**src/rtl/assert_macros.svh**
```systemverilog
// Assertion macros shared by the RTL of the GC content block.
`ifndef ASSERT_MACROS_SVH
`define ASSERT_MACROS_SVH

// Same-cycle implication, disabled while reset is asserted.
`define GCCP_ASSERT_IMPL(name, clk_sig, rst_sig, ante, cons) \
    name: assert property (@(posedge clk_sig) disable iff (!rst_sig) (ante) |-> (cons)) \
        else $error("implication violated");

// Next-cycle implication, disabled while reset is asserted.
`define GCCP_ASSERT_NEXT(name, clk_sig, rst_sig, ante, cons) \
    name: assert property (@(posedge clk_sig) disable iff (!rst_sig) (ante) |=> (cons)) \
        else $error("next-cycle implication violated");

`endif

```
**src/rtl/gccp_pkg.sv**
```systemverilog
package gccp_pkg;

    localparam int COUNT_BITS  = 24;
    localparam int FRAC_BITS   = 16;
    localparam int QUOT_BITS   = FRAC_BITS + 2;
    localparam int STEP_BITS   = $clog2(QUOT_BITS);
    localparam int NUM_BITS    = COUNT_BITS + 2;
    localparam int EN_BITS     = 4;
    localparam int ALL_BITS    = FRAC_BITS + 1;
    localparam int POS_BITS    = FRAC_BITS + 2;
    localparam int STATUS_BITS = 2;
    localparam int BASE_BITS   = 8;

    localparam logic [COUNT_BITS-1:0] COUNT_MAX  = '1;
    localparam logic [EN_BITS-1:0]    EN_RESET   = '1;

    localparam logic [BASE_BITS-1:0] CHAR_C_UPPER = 8'h43;
    localparam logic [BASE_BITS-1:0] CHAR_C_LOWER = 8'h63;
    localparam logic [BASE_BITS-1:0] CHAR_G_UPPER = 8'h47;
    localparam logic [BASE_BITS-1:0] CHAR_G_LOWER = 8'h67;

    typedef enum logic [1:0] {
        ST_RUN,
        ST_LOAD,
        ST_STEP,
        ST_DONE
    } state_t;

    typedef enum logic [1:0] {
        DIV_ALL,
        DIV_FIRST,
        DIV_SECOND,
        DIV_THIRD
    } div_sel_t;

    typedef enum logic [STATUS_BITS-1:0] {
        STATUS_OK,
        STATUS_NO_STAT,
        STATUS_EMPTY,
        STATUS_SATURATED
    } status_t;

    typedef struct packed {
        logic     count;
        logic     load;
        logic     step;
        logic     store;
        logic     publish;
        div_sel_t sel;
    } dp_cmd_t;

    function automatic logic is_gc(input logic [BASE_BITS-1:0] ch);
        return (ch == CHAR_C_UPPER) || (ch == CHAR_C_LOWER) ||
               (ch == CHAR_G_UPPER) || (ch == CHAR_G_LOWER);
    endfunction

endpackage

```
**src/rtl/gc_content_by_codon_position_top.sv**
```systemverilog
// GC content of a nucleotide sequence, overall and at each codon position.
// The input channel (in_valid, in_stall) carries one ASCII character per word
// in base, with last set on the final character of the sequence. Characters
// other than the final one are taken one per cycle.
// On the final character the input stalls while four fractions are worked
// out one after another by a single restoring divider, one quotient bit per
// cycle. The result word appears on the output channel (out_valid,
// out_stall) once all four fractions are stored and the output register is
// free, and the next sequence may start after the word is published.
// A result word that the receiver stalls is held unchanged in the output
// register; the next sequence is taken meanwhile, but its own result waits
// until the held word has gone.
// The configuration channel (cfg_valid, cfg_ready) writes the statistic
// enable mask in stat_enable and is always ready; write it only while idle.
// Reset clears all counts, empties the output register and enables every
// statistic.
module gc_content_by_codon_position_top
(
    input  logic                                 clk,
    input  logic                                 rst_n,
    input  logic                                 cfg_valid,
    output logic                                 cfg_ready,
    input  logic [gccp_pkg::EN_BITS-1:0]         stat_enable,
    input  logic                                 in_valid,
    output logic                                 in_stall,
    input  logic [gccp_pkg::BASE_BITS-1:0]       base,
    input  logic                                 last,
    output logic                                 out_valid,
    input  logic                                 out_stall,
    output logic [gccp_pkg::ALL_BITS-1:0]        gc_all,
    output logic [gccp_pkg::POS_BITS-1:0]        gc_first,
    output logic [gccp_pkg::POS_BITS-1:0]        gc_second,
    output logic [gccp_pkg::POS_BITS-1:0]        gc_third,
    output logic [gccp_pkg::STATUS_BITS-1:0]     status
);
    import gccp_pkg::*;

    dp_cmd_t cmd;

    assign cfg_ready = 1'b1;

    gccp_ctrl u_ctrl
    (
        .clk       (clk),
        .rst_n     (rst_n),
        .in_valid  (in_valid),
        .last      (last),
        .in_stall  (in_stall),
        .out_valid (out_valid),
        .out_stall (out_stall),
        .cmd       (cmd)
    );

    gccp_datapath u_datapath
    (
        .clk       (clk),
        .rst_n     (rst_n),
        .cmd       (cmd),
        .cfg_write (cfg_valid),
        .cfg_data  (stat_enable),
        .base      (base),
        .gc_all    (gc_all),
        .gc_first  (gc_first),
        .gc_second (gc_second),
        .gc_third  (gc_third),
        .status    (status)
    );

endmodule

```
**src/rtl/gccp_ctrl.sv**
```systemverilog
`include "assert_macros.svh"

module gccp_ctrl
(
    input  logic              clk,
    input  logic              rst_n,
    input  logic              in_valid,
    input  logic              last,
    output logic              in_stall,
    output logic              out_valid,
    input  logic              out_stall,
    output gccp_pkg::dp_cmd_t cmd
);
    import gccp_pkg::*;

    state_t                 state_reg, state_next;
    div_sel_t               sel_reg, sel_next;
    logic [STEP_BITS-1:0]   step_reg, step_next;
    logic                   out_valid_reg, out_valid_next;
    logic                   out_free;

    always_ff @(posedge clk or negedge rst_n)
    begin
        if (!rst_n)
        begin
            state_reg     <= ST_RUN;
            sel_reg       <= DIV_ALL;
            step_reg      <= '0;
            out_valid_reg <= 1'b0;
        end
        else
        begin
            state_reg     <= state_next;
            sel_reg       <= sel_next;
            step_reg      <= step_next;
            out_valid_reg <= out_valid_next;
        end
    end

    assign out_free  = !out_valid_reg || !out_stall;
    assign out_valid = out_valid_reg;

    always_comb
    begin
        state_next     = state_reg;
        sel_next       = sel_reg;
        step_next      = step_reg;
        out_valid_next = out_valid_reg && out_stall;
        in_stall       = 1'b1;
        cmd            = '0;
        cmd.sel        = sel_reg;
        case (state_reg)
            ST_RUN:
            begin
                in_stall = 1'b0;
                if (in_valid)
                begin
                    cmd.count = 1'b1;
                    if (last)
                    begin
                        sel_next   = DIV_ALL;
                        state_next = ST_LOAD;
                    end
                end
            end
            ST_LOAD:
            begin
                cmd.load   = 1'b1;
                step_next  = '0;
                state_next = ST_STEP;
            end
            ST_STEP:
            begin
                cmd.step = 1'b1;
                if (step_reg == STEP_BITS'(QUOT_BITS - 1))
                begin
                    cmd.store = 1'b1;
                    if (sel_reg == DIV_THIRD)
                    begin
                        state_next = ST_DONE;
                    end
                    else
                    begin
                        sel_next   = div_sel_t'(sel_reg + 2'd1);
                        state_next = ST_LOAD;
                    end
                end
                else
                begin
                    step_next = step_reg + 1'b1;
                end
            end
            ST_DONE:
            begin
                if (out_free)
                begin
                    cmd.publish    = 1'b1;
                    out_valid_next = 1'b1;
                    state_next     = ST_RUN;
                end
            end
            default:
            begin
                state_next = ST_RUN;
            end
        endcase
    end

    `GCCP_ASSERT_NEXT(a_publish_sets_valid, clk, rst_n, cmd.publish, out_valid_reg)
    `GCCP_ASSERT_IMPL(a_held_word_kept, clk, rst_n, out_valid_reg && out_stall, !cmd.publish)
    `GCCP_ASSERT_IMPL(a_step_in_range, clk, rst_n, state_reg == ST_STEP, step_reg < STEP_BITS'(QUOT_BITS))

endmodule

```
**src/rtl/gccp_datapath.sv**
```systemverilog
`include "assert_macros.svh"

module gccp_datapath
(
    input  logic                                 clk,
    input  logic                                 rst_n,
    input  gccp_pkg::dp_cmd_t                    cmd,
    input  logic                                 cfg_write,
    input  logic [gccp_pkg::EN_BITS-1:0]         cfg_data,
    input  logic [gccp_pkg::BASE_BITS-1:0]       base,
    output logic [gccp_pkg::ALL_BITS-1:0]        gc_all,
    output logic [gccp_pkg::POS_BITS-1:0]        gc_first,
    output logic [gccp_pkg::POS_BITS-1:0]        gc_second,
    output logic [gccp_pkg::POS_BITS-1:0]        gc_third,
    output logic [gccp_pkg::STATUS_BITS-1:0]     status
);
    import gccp_pkg::*;

    logic [EN_BITS-1:0]      en_reg;
    logic [COUNT_BITS-1:0]   len_reg, len_next;
    logic [COUNT_BITS-1:0]   total_reg, total_next;
    logic [COUNT_BITS-1:0]   pos_reg [3];
    logic [COUNT_BITS-1:0]   pos_next [3];
    logic [1:0]              phase_reg, phase_next;
    logic                    sat_reg, sat_next;

    logic [COUNT_BITS-1:0]   rem_reg, rem_next;
    logic [QUOT_BITS-1:0]    lo_reg, lo_next;
    logic [QUOT_BITS-1:0]    quot_reg, quot_next;
    logic [QUOT_BITS-1:0]    res_reg [4];

    logic [ALL_BITS-1:0]     gc_all_reg, gc_all_next;
    logic [POS_BITS-1:0]     gc_first_reg, gc_first_next;
    logic [POS_BITS-1:0]     gc_second_reg, gc_second_next;
    logic [POS_BITS-1:0]     gc_third_reg, gc_third_next;
    status_t                 status_reg, status_next;

    logic [COUNT_BITS-1:0]   pos_sel;
    logic [NUM_BITS-1:0]     num;
    logic [COUNT_BITS:0]     trial;
    logic [COUNT_BITS:0]     diff;
    logic                    ge;
    logic                    vals_ok;

    // Running counts over the sequence; a full length counter freezes everything.
    always_comb
    begin
        len_next   = len_reg;
        total_next = total_reg;
        phase_next = phase_reg;
        sat_next   = sat_reg;
        for (int k = 0; k < 3; k++)
        begin
            pos_next[k] = pos_reg[k];
        end
        if (cmd.publish)
        begin
            len_next   = '0;
            total_next = '0;
            phase_next = '0;
            sat_next   = 1'b0;
            for (int k = 0; k < 3; k++)
            begin
                pos_next[k] = '0;
            end
        end
        else if (cmd.count)
        begin
            if (len_reg == COUNT_MAX)
            begin
                sat_next = 1'b1;
            end
            else
            begin
                len_next = len_reg + 1'b1;
                if (is_gc(base))
                begin
                    total_next = total_reg + 1'b1;
                    for (int k = 0; k < 3; k++)
                    begin
                        if (phase_reg == 2'(k))
                        begin
                            pos_next[k] = pos_reg[k] + 1'b1;
                        end
                    end
                end
                phase_next = (phase_reg >= 2'd2) ? 2'd0 : phase_reg + 2'd1;
            end
        end
    end

    // Restoring divider: the quotient is below four, so the top of the dividend
    // already sits under the length and only the last QUOT_BITS bits are iterated.
    always_comb
    begin
        case (cmd.sel)
            DIV_FIRST:  pos_sel = pos_reg[0];
            DIV_SECOND: pos_sel = pos_reg[1];
            default:    pos_sel = pos_reg[2];
        endcase
        if (cmd.sel == DIV_ALL)
        begin
            num = NUM_BITS'(total_reg);
        end
        else
        begin
            num = (NUM_BITS'(pos_sel) << 1) + NUM_BITS'(pos_sel);
        end
        trial = {rem_reg, lo_reg[QUOT_BITS-1]};
        diff  = trial - {1'b0, len_reg};
        ge    = trial >= {1'b0, len_reg};

        rem_next  = rem_reg;
        lo_next   = lo_reg;
        quot_next = quot_reg;
        if (cmd.load)
        begin
            rem_next  = num[NUM_BITS-1:2];
            lo_next   = {num[1:0], {FRAC_BITS{1'b0}}};
            quot_next = '0;
        end
        else if (cmd.step)
        begin
            rem_next  = ge ? diff[COUNT_BITS-1:0] : trial[COUNT_BITS-1:0];
            lo_next   = {lo_reg[QUOT_BITS-2:0], 1'b0};
            quot_next = {quot_reg[QUOT_BITS-2:0], ge};
        end
    end

    always_comb
    begin
        vals_ok = (en_reg != '0) && (len_reg != '0);
        if (en_reg == '0)
        begin
            status_next = STATUS_NO_STAT;
        end
        else if (sat_reg)
        begin
            status_next = STATUS_SATURATED;
        end
        else if (len_reg == '0)
        begin
            status_next = STATUS_EMPTY;
        end
        else
        begin
            status_next = STATUS_OK;
        end
        gc_all_next    = (vals_ok && en_reg[0]) ? res_reg[DIV_ALL][ALL_BITS-1:0] : '0;
        gc_first_next  = (vals_ok && en_reg[1]) ? res_reg[DIV_FIRST] : '0;
        gc_second_next = (vals_ok && en_reg[2]) ? res_reg[DIV_SECOND] : '0;
        gc_third_next  = (vals_ok && en_reg[3]) ? res_reg[DIV_THIRD] : '0;
    end

    always_ff @(posedge clk or negedge rst_n)
    begin
        if (!rst_n)
        begin
            en_reg    <= EN_RESET;
            len_reg   <= '0;
            total_reg <= '0;
            phase_reg <= '0;
            sat_reg   <= 1'b0;
            for (int k = 0; k < 3; k++)
            begin
                pos_reg[k] <= '0;
            end
        end
        else
        begin
            if (cfg_write)
            begin
                en_reg <= cfg_data;
            end
            len_reg   <= len_next;
            total_reg <= total_next;
            phase_reg <= phase_next;
            sat_reg   <= sat_next;
            for (int k = 0; k < 3; k++)
            begin
                pos_reg[k] <= pos_next[k];
            end
        end
    end

    always_ff @(posedge clk)
    begin
        rem_reg  <= rem_next;
        lo_reg   <= lo_next;
        quot_reg <= quot_next;
        if (cmd.store)
        begin
            res_reg[cmd.sel] <= quot_next;
        end
        if (cmd.publish)
        begin
            gc_all_reg    <= gc_all_next;
            gc_first_reg  <= gc_first_next;
            gc_second_reg <= gc_second_next;
            gc_third_reg  <= gc_third_next;
            status_reg    <= status_next;
        end
    end

    assign gc_all    = gc_all_reg;
    assign gc_first  = gc_first_reg;
    assign gc_second = gc_second_reg;
    assign gc_third  = gc_third_reg;
    assign status    = status_reg;

    `GCCP_ASSERT_IMPL(a_rem_below_len, clk, rst_n, cmd.step && (len_reg != '0), rem_reg < len_reg)
    `GCCP_ASSERT_NEXT(a_saturation_flagged, clk, rst_n, cmd.count && (len_reg == COUNT_MAX), sat_reg)
    `GCCP_ASSERT_IMPL(a_len_frozen_in_div, clk, rst_n, cmd.step || cmd.load, len_next == len_reg)

endmodule
```
**config.mk**
```make
export PLATFORM = sky130hd
export DESIGN_NAME = gc_content_by_codon_position_top
export DESIGN_NICKNAME = d
export VERILOG_FILES = /design/src/rtl/gccp_pkg.sv /design/src/rtl/gc_content_by_codon_position_top.sv /design/src/rtl/gccp_ctrl.sv /design/src/rtl/gccp_datapath.sv
export VERILOG_INCLUDE_DIRS = /design/src /design/src/rtl
export SDC_FILE = /design/constraint.sdc
export NUM_CORES = 1
export LEC_CHECK = 0
export ABC_AREA = 1
export ABC_CLOCK_PERIOD_IN_PS = 10400
export BUFFER_PORTS_ARGS = -buffer_cell sky130_fd_sc_hd__buf_2
export CAP_MARGIN = 30
export CORE_ASPECT_RATIO = 1.4
export CORE_MARGIN = 2
export CORE_UTILIZATION = 68
export CTS_CLUSTER_SIZE = 28
export DETAILED_ROUTE_END_ITERATION = 6
export PLACE_DENSITY_LB_ADDON = 0.05
export SETUP_SLACK_MARGIN = 0.3
export SLEW_MARGIN = 20
export SYNTH_ARGS = -nofsm -noshare
export SYNTH_HDL_FRONTEND = slang
export SYNTH_SLANG_ARGS = --single-unit
```
**constraint.sdc**
```tcl
create_clock -name clk -period 10.4 [get_ports clk]
set_input_delay 0.52 -clock clk [delete_from_list [all_inputs] [get_ports clk]]
set_output_delay 0.52 -clock clk [all_outputs]
set_load 0.01 [all_outputs]
```
==> key figures <==
Route
  • Avg WL per Cell: just under 20 um
  • # DRC: 0
  • Post-DRT Antenna Nets: 0
  • DRC marker count from the first detailed-route iteration: about 1600
  • Routed WL: 60080 um
  • First drt pass iteration count: 7
  • Vias after detailed routing: 18130
  • Via density: 5.936

Clock tree
  • Post-CTS setup buffers: 0
  • Clock latency on the worst-skew pair: 0.59 ns
  • CTS tree: done
  • Clk pin slew, worst setup/hold paths: 0.07 ns
  • Bufs on Longest Clock Path: 3
  • Sink Count: between 300 and 400
  • H-Tree Depth: 1
  • Cts bufs inserted: 30
  • Root Buffer: clkbuf_16

Critical path
  • Data arrival, critical path: 4.01 ns
  • Crit-path max FO: 13
  • Startpoint types: flip-flop
  • Crit path capture type: flip-flop
  • Critical path type: flip-flop to flip-flop
  • Worst EP required: 10.74 ns

Floorplan
  • Die Wd: 149.2 um
  • Cell Rows: 74
  • IO Pins: 94
  • Initial core utilization: 68.85%
  • Core ar.: a little under 0.03 mm2
  • Die ar.: 0.03094 mm2
  • Chip Height: 207.3 um

Finish
  • Most frequent cells in the layout: nand2_1, inv_1, nor2_1
  • Layout area overhead: 8.824%
  • Diodes inserted: 0
  • Cell area after layout: 0.02185 mm2
  • Most common cell after layout, fill and taps aside: nand2_1
  • Register Area: 0.008899 mm2
  • Layout Nets: 2735
  • Fillers: 2140
  • Max reg flops: 72
  • Share of cells above drive strength 1: between 9 and 10%
  • Multi-input gate area: about 0.0093 mm2

Place
  • Port Buffers: 92
  • Post-Place Cell Area: 0.02071 mm2
  • Final GP Congestion: 1.029
  • Hpwl dp: roughly 43000 um

Synth
  • Netlist cell types: 58
  • FF+latch count, synth: 325
  • Yosys warns: 0
  • Mapped Avg Cell Area: 7.762 um2
  • Gate Count Post-Synth: between 2000 and 3000
  • Synthesized netlist net count: 2671
  • Mapped Area: 0.02008 mm2
  • Sequential share of the synthesized area: between 40% and 50%

Timing
  • Final TNS setup: 0 ns
  • Max Slew Vio Count: 0
  • RSZ-0062 raised after global routing: no
  • Fin crit period: 3.666 ns
  • Highest Clock Rate: 0.2728 GHz
  • Final Skew: 0.009171 ns
  • Final Hold Viols: 0
  • Final clock period utilization by the worst path: 35.25%
  • Worst slew pin tran: 0.8116 ns
  • Max-slew headroom: between 40% and 50%
  • Final setup viols: 0

Global route
  • Most used routing layer: met2
  • First-pass GRT wire length: 93720 um
  • Initial antenna violation count: 0
  • Vias in the first global route: about 18000
  • Met3 Track Usage GR: 4.703%
  • Tot GR Track Use: 38.92%
  • Largest net degree at the start of global routing: 83
  • Grt ovf: 0
  • GR Util met2: about two thirds
  • Routing usage on met1: 43.50%

Power
  • Total chip power: 5.771 mW
  • Lkg Pwr: around 10 nW
  • Peak supply drop: 0.0002146 V
  • PD cells: 264.1 mW/mm2

Hold path
  • HP Class: primary input to flip-flop

Status
  • Outcome: completed

Job
  • Max Cap Violations: 0
-- worst paths after layout --
kind | startpoint | end | slack (ns) | cells after the start
hold reg to reg | u_datapath.pos_reg[23] | u_datapath.pos_reg[23] | 0.54 | 2
max in group asynchronous | rst_n | u_datapath.total_reg[10] | 8.50 | 3
min in group asynchronous | rst_n | u_datapath.pos_reg[32] | 0.50 | 2
setup / recovery | u_ctrl.sel_reg[1] | u_datapath.rem_reg[15] | 6.73 | 17
hold / removal | stat_enable[1] | u_datapath.en_reg[1] | 0.16 | 2
setup reg to reg | u_ctrl.sel_reg[1] | u_datapath.rem_reg[15] | 6.73 | 17
-- synthesized netlist by cell type, drive strengths merged --
library cell / number / area, um2
nand2: 692 / 2678
inv: 386 / 1451
nor2: 328 / 1256
nand3: 193 / 1011
edfxtp: 170 / 5105
dfrtp: 133 / 3328
o21ai: 131 / 738.2
nand4: 76 / 505.5
xor2: 74 / 648.1
ha: 64 / 800.8
nor3: 59 / 321.6
a21oi: 53 / 276.5
buf: 44 / 306.6
clkbuf: 31 / 117.6
xnor2: 28 / 245.2
dfxtp: 18 / 360.4
o31ai: 18 / 135.1
nor4: 11 / 68.82
o211ai: 11 / 82.58
o221ai: 11 / 96.34
a221o: 9 / 90.09
nand3b: 8 / 60.06
nor3b: 8 / 70.06
clkinv: 5 / 20.01
dfstp: 4 / 105.1
mux2: 4 / 45.04
or2: 4 / 25.02
and2: 2 / 12.51
fa: 2 / 40.04
o21bai: 2 / 15.01
a21boi: 1 / 7.510
a22oi: 1 / 12.51
a31o: 1 / 8.760
a31oi: 1 / 6.260
conb: 1 / 3.750
o21a: 1 / 7.510
o2bb2ai: 1 / 8.760
o32ai: 1 / 8.760
-- routing by layer --
metal | wire (um) | up-vias
li1 | - | 8515
met1 | 20660 | 8375
met2 | 29780 | 954
met3 | 4287 | 286
met4 | 5349 | 0
met5 | 0 | -
-- power breakdown --
| group | switching, mW | internal, mW | total (mW) |
|---|---|---|---|
| sequential | 0.126 | 1.68 | 1.81 |
| combinational | 1.92 | 0.827 | 2.75 |
| clock | 0.523 | 0.692 | 1.21 |
| total | 2.57 | 3.20 | 5.77 |
-- cell families (layout without fill, tap and decap cells) --
family / Yosys count / in the layout / synth area share [%]
AOI/OAI and AO/OA: 242 / 242 / 7.440
and+or+nand+nor: 1381 / 1381 / 29.92
buffers and inverters: 466 / 553 / 9.440
DFF: 325 / 325 / 44.32
muxes: 4 / 4 / 0.2243
other: 1 / 1 / 0.01868
xor gates and xnor gates: 102 / 102 / 4.449
adders and majority gates: 66 / 66 / 4.187
-- what timing repair did --
action | CTS | global route
resized for setup | 0 | 0
hold buffers | 1 | 0
hold endpoints to repair | 15 | 0
-- area by class of cell --
| cell class | count | area share, % |
|---|---|---|
| multi-input cells | 1796 | 42.53 |
| flip-flops and latches | 325 | 40.72 |
| inverters | 391 | 6.734 |
| clock buffers | 36 | 3.728 |
| repair buffers | 107 | 2.869 |
| well taps | 380 | 2.176 |
| clock inverters | 19 | 1.243 |
-- stage by stage --
step | util [%] | worst slack, ns | hold WS (ns) | std cells
floorplan | - | 6.669 | 0.2244 | 2587
global placement | 70.93 | 6.860 | 0.5114 | 2995
detailed placement | 71.00 | 6.774 | 0.5176 | 2996
CTS | 74.76 | 6.756 | 0.1547 | 3052
global route | 74.92 | 6.368 | 0.1592 | 3054
finish | 74.92 | 6.734 | 0.1617 | 3054
-- worst max-delay path: stages (launching register included) --
cell and delay [ns]:
dfrtp_1 0.40, inv_1 0.10, ha_1 0.45, inv_1 0.31
o221ai_1 0.24, o21ai_0 0.17, inv_1 0.09, ha_1 0.18
fa_1 0.22, nand2_1 0.07, nand3_1 0.09, nand2_1 0.11
o21ai_0 0.44, nand3_1 0.16, nand3_1 0.11, nand2_1 0.05
o21ai_0 0.16, nand2_1 0.07
Power figures use the tool's default switching activity.
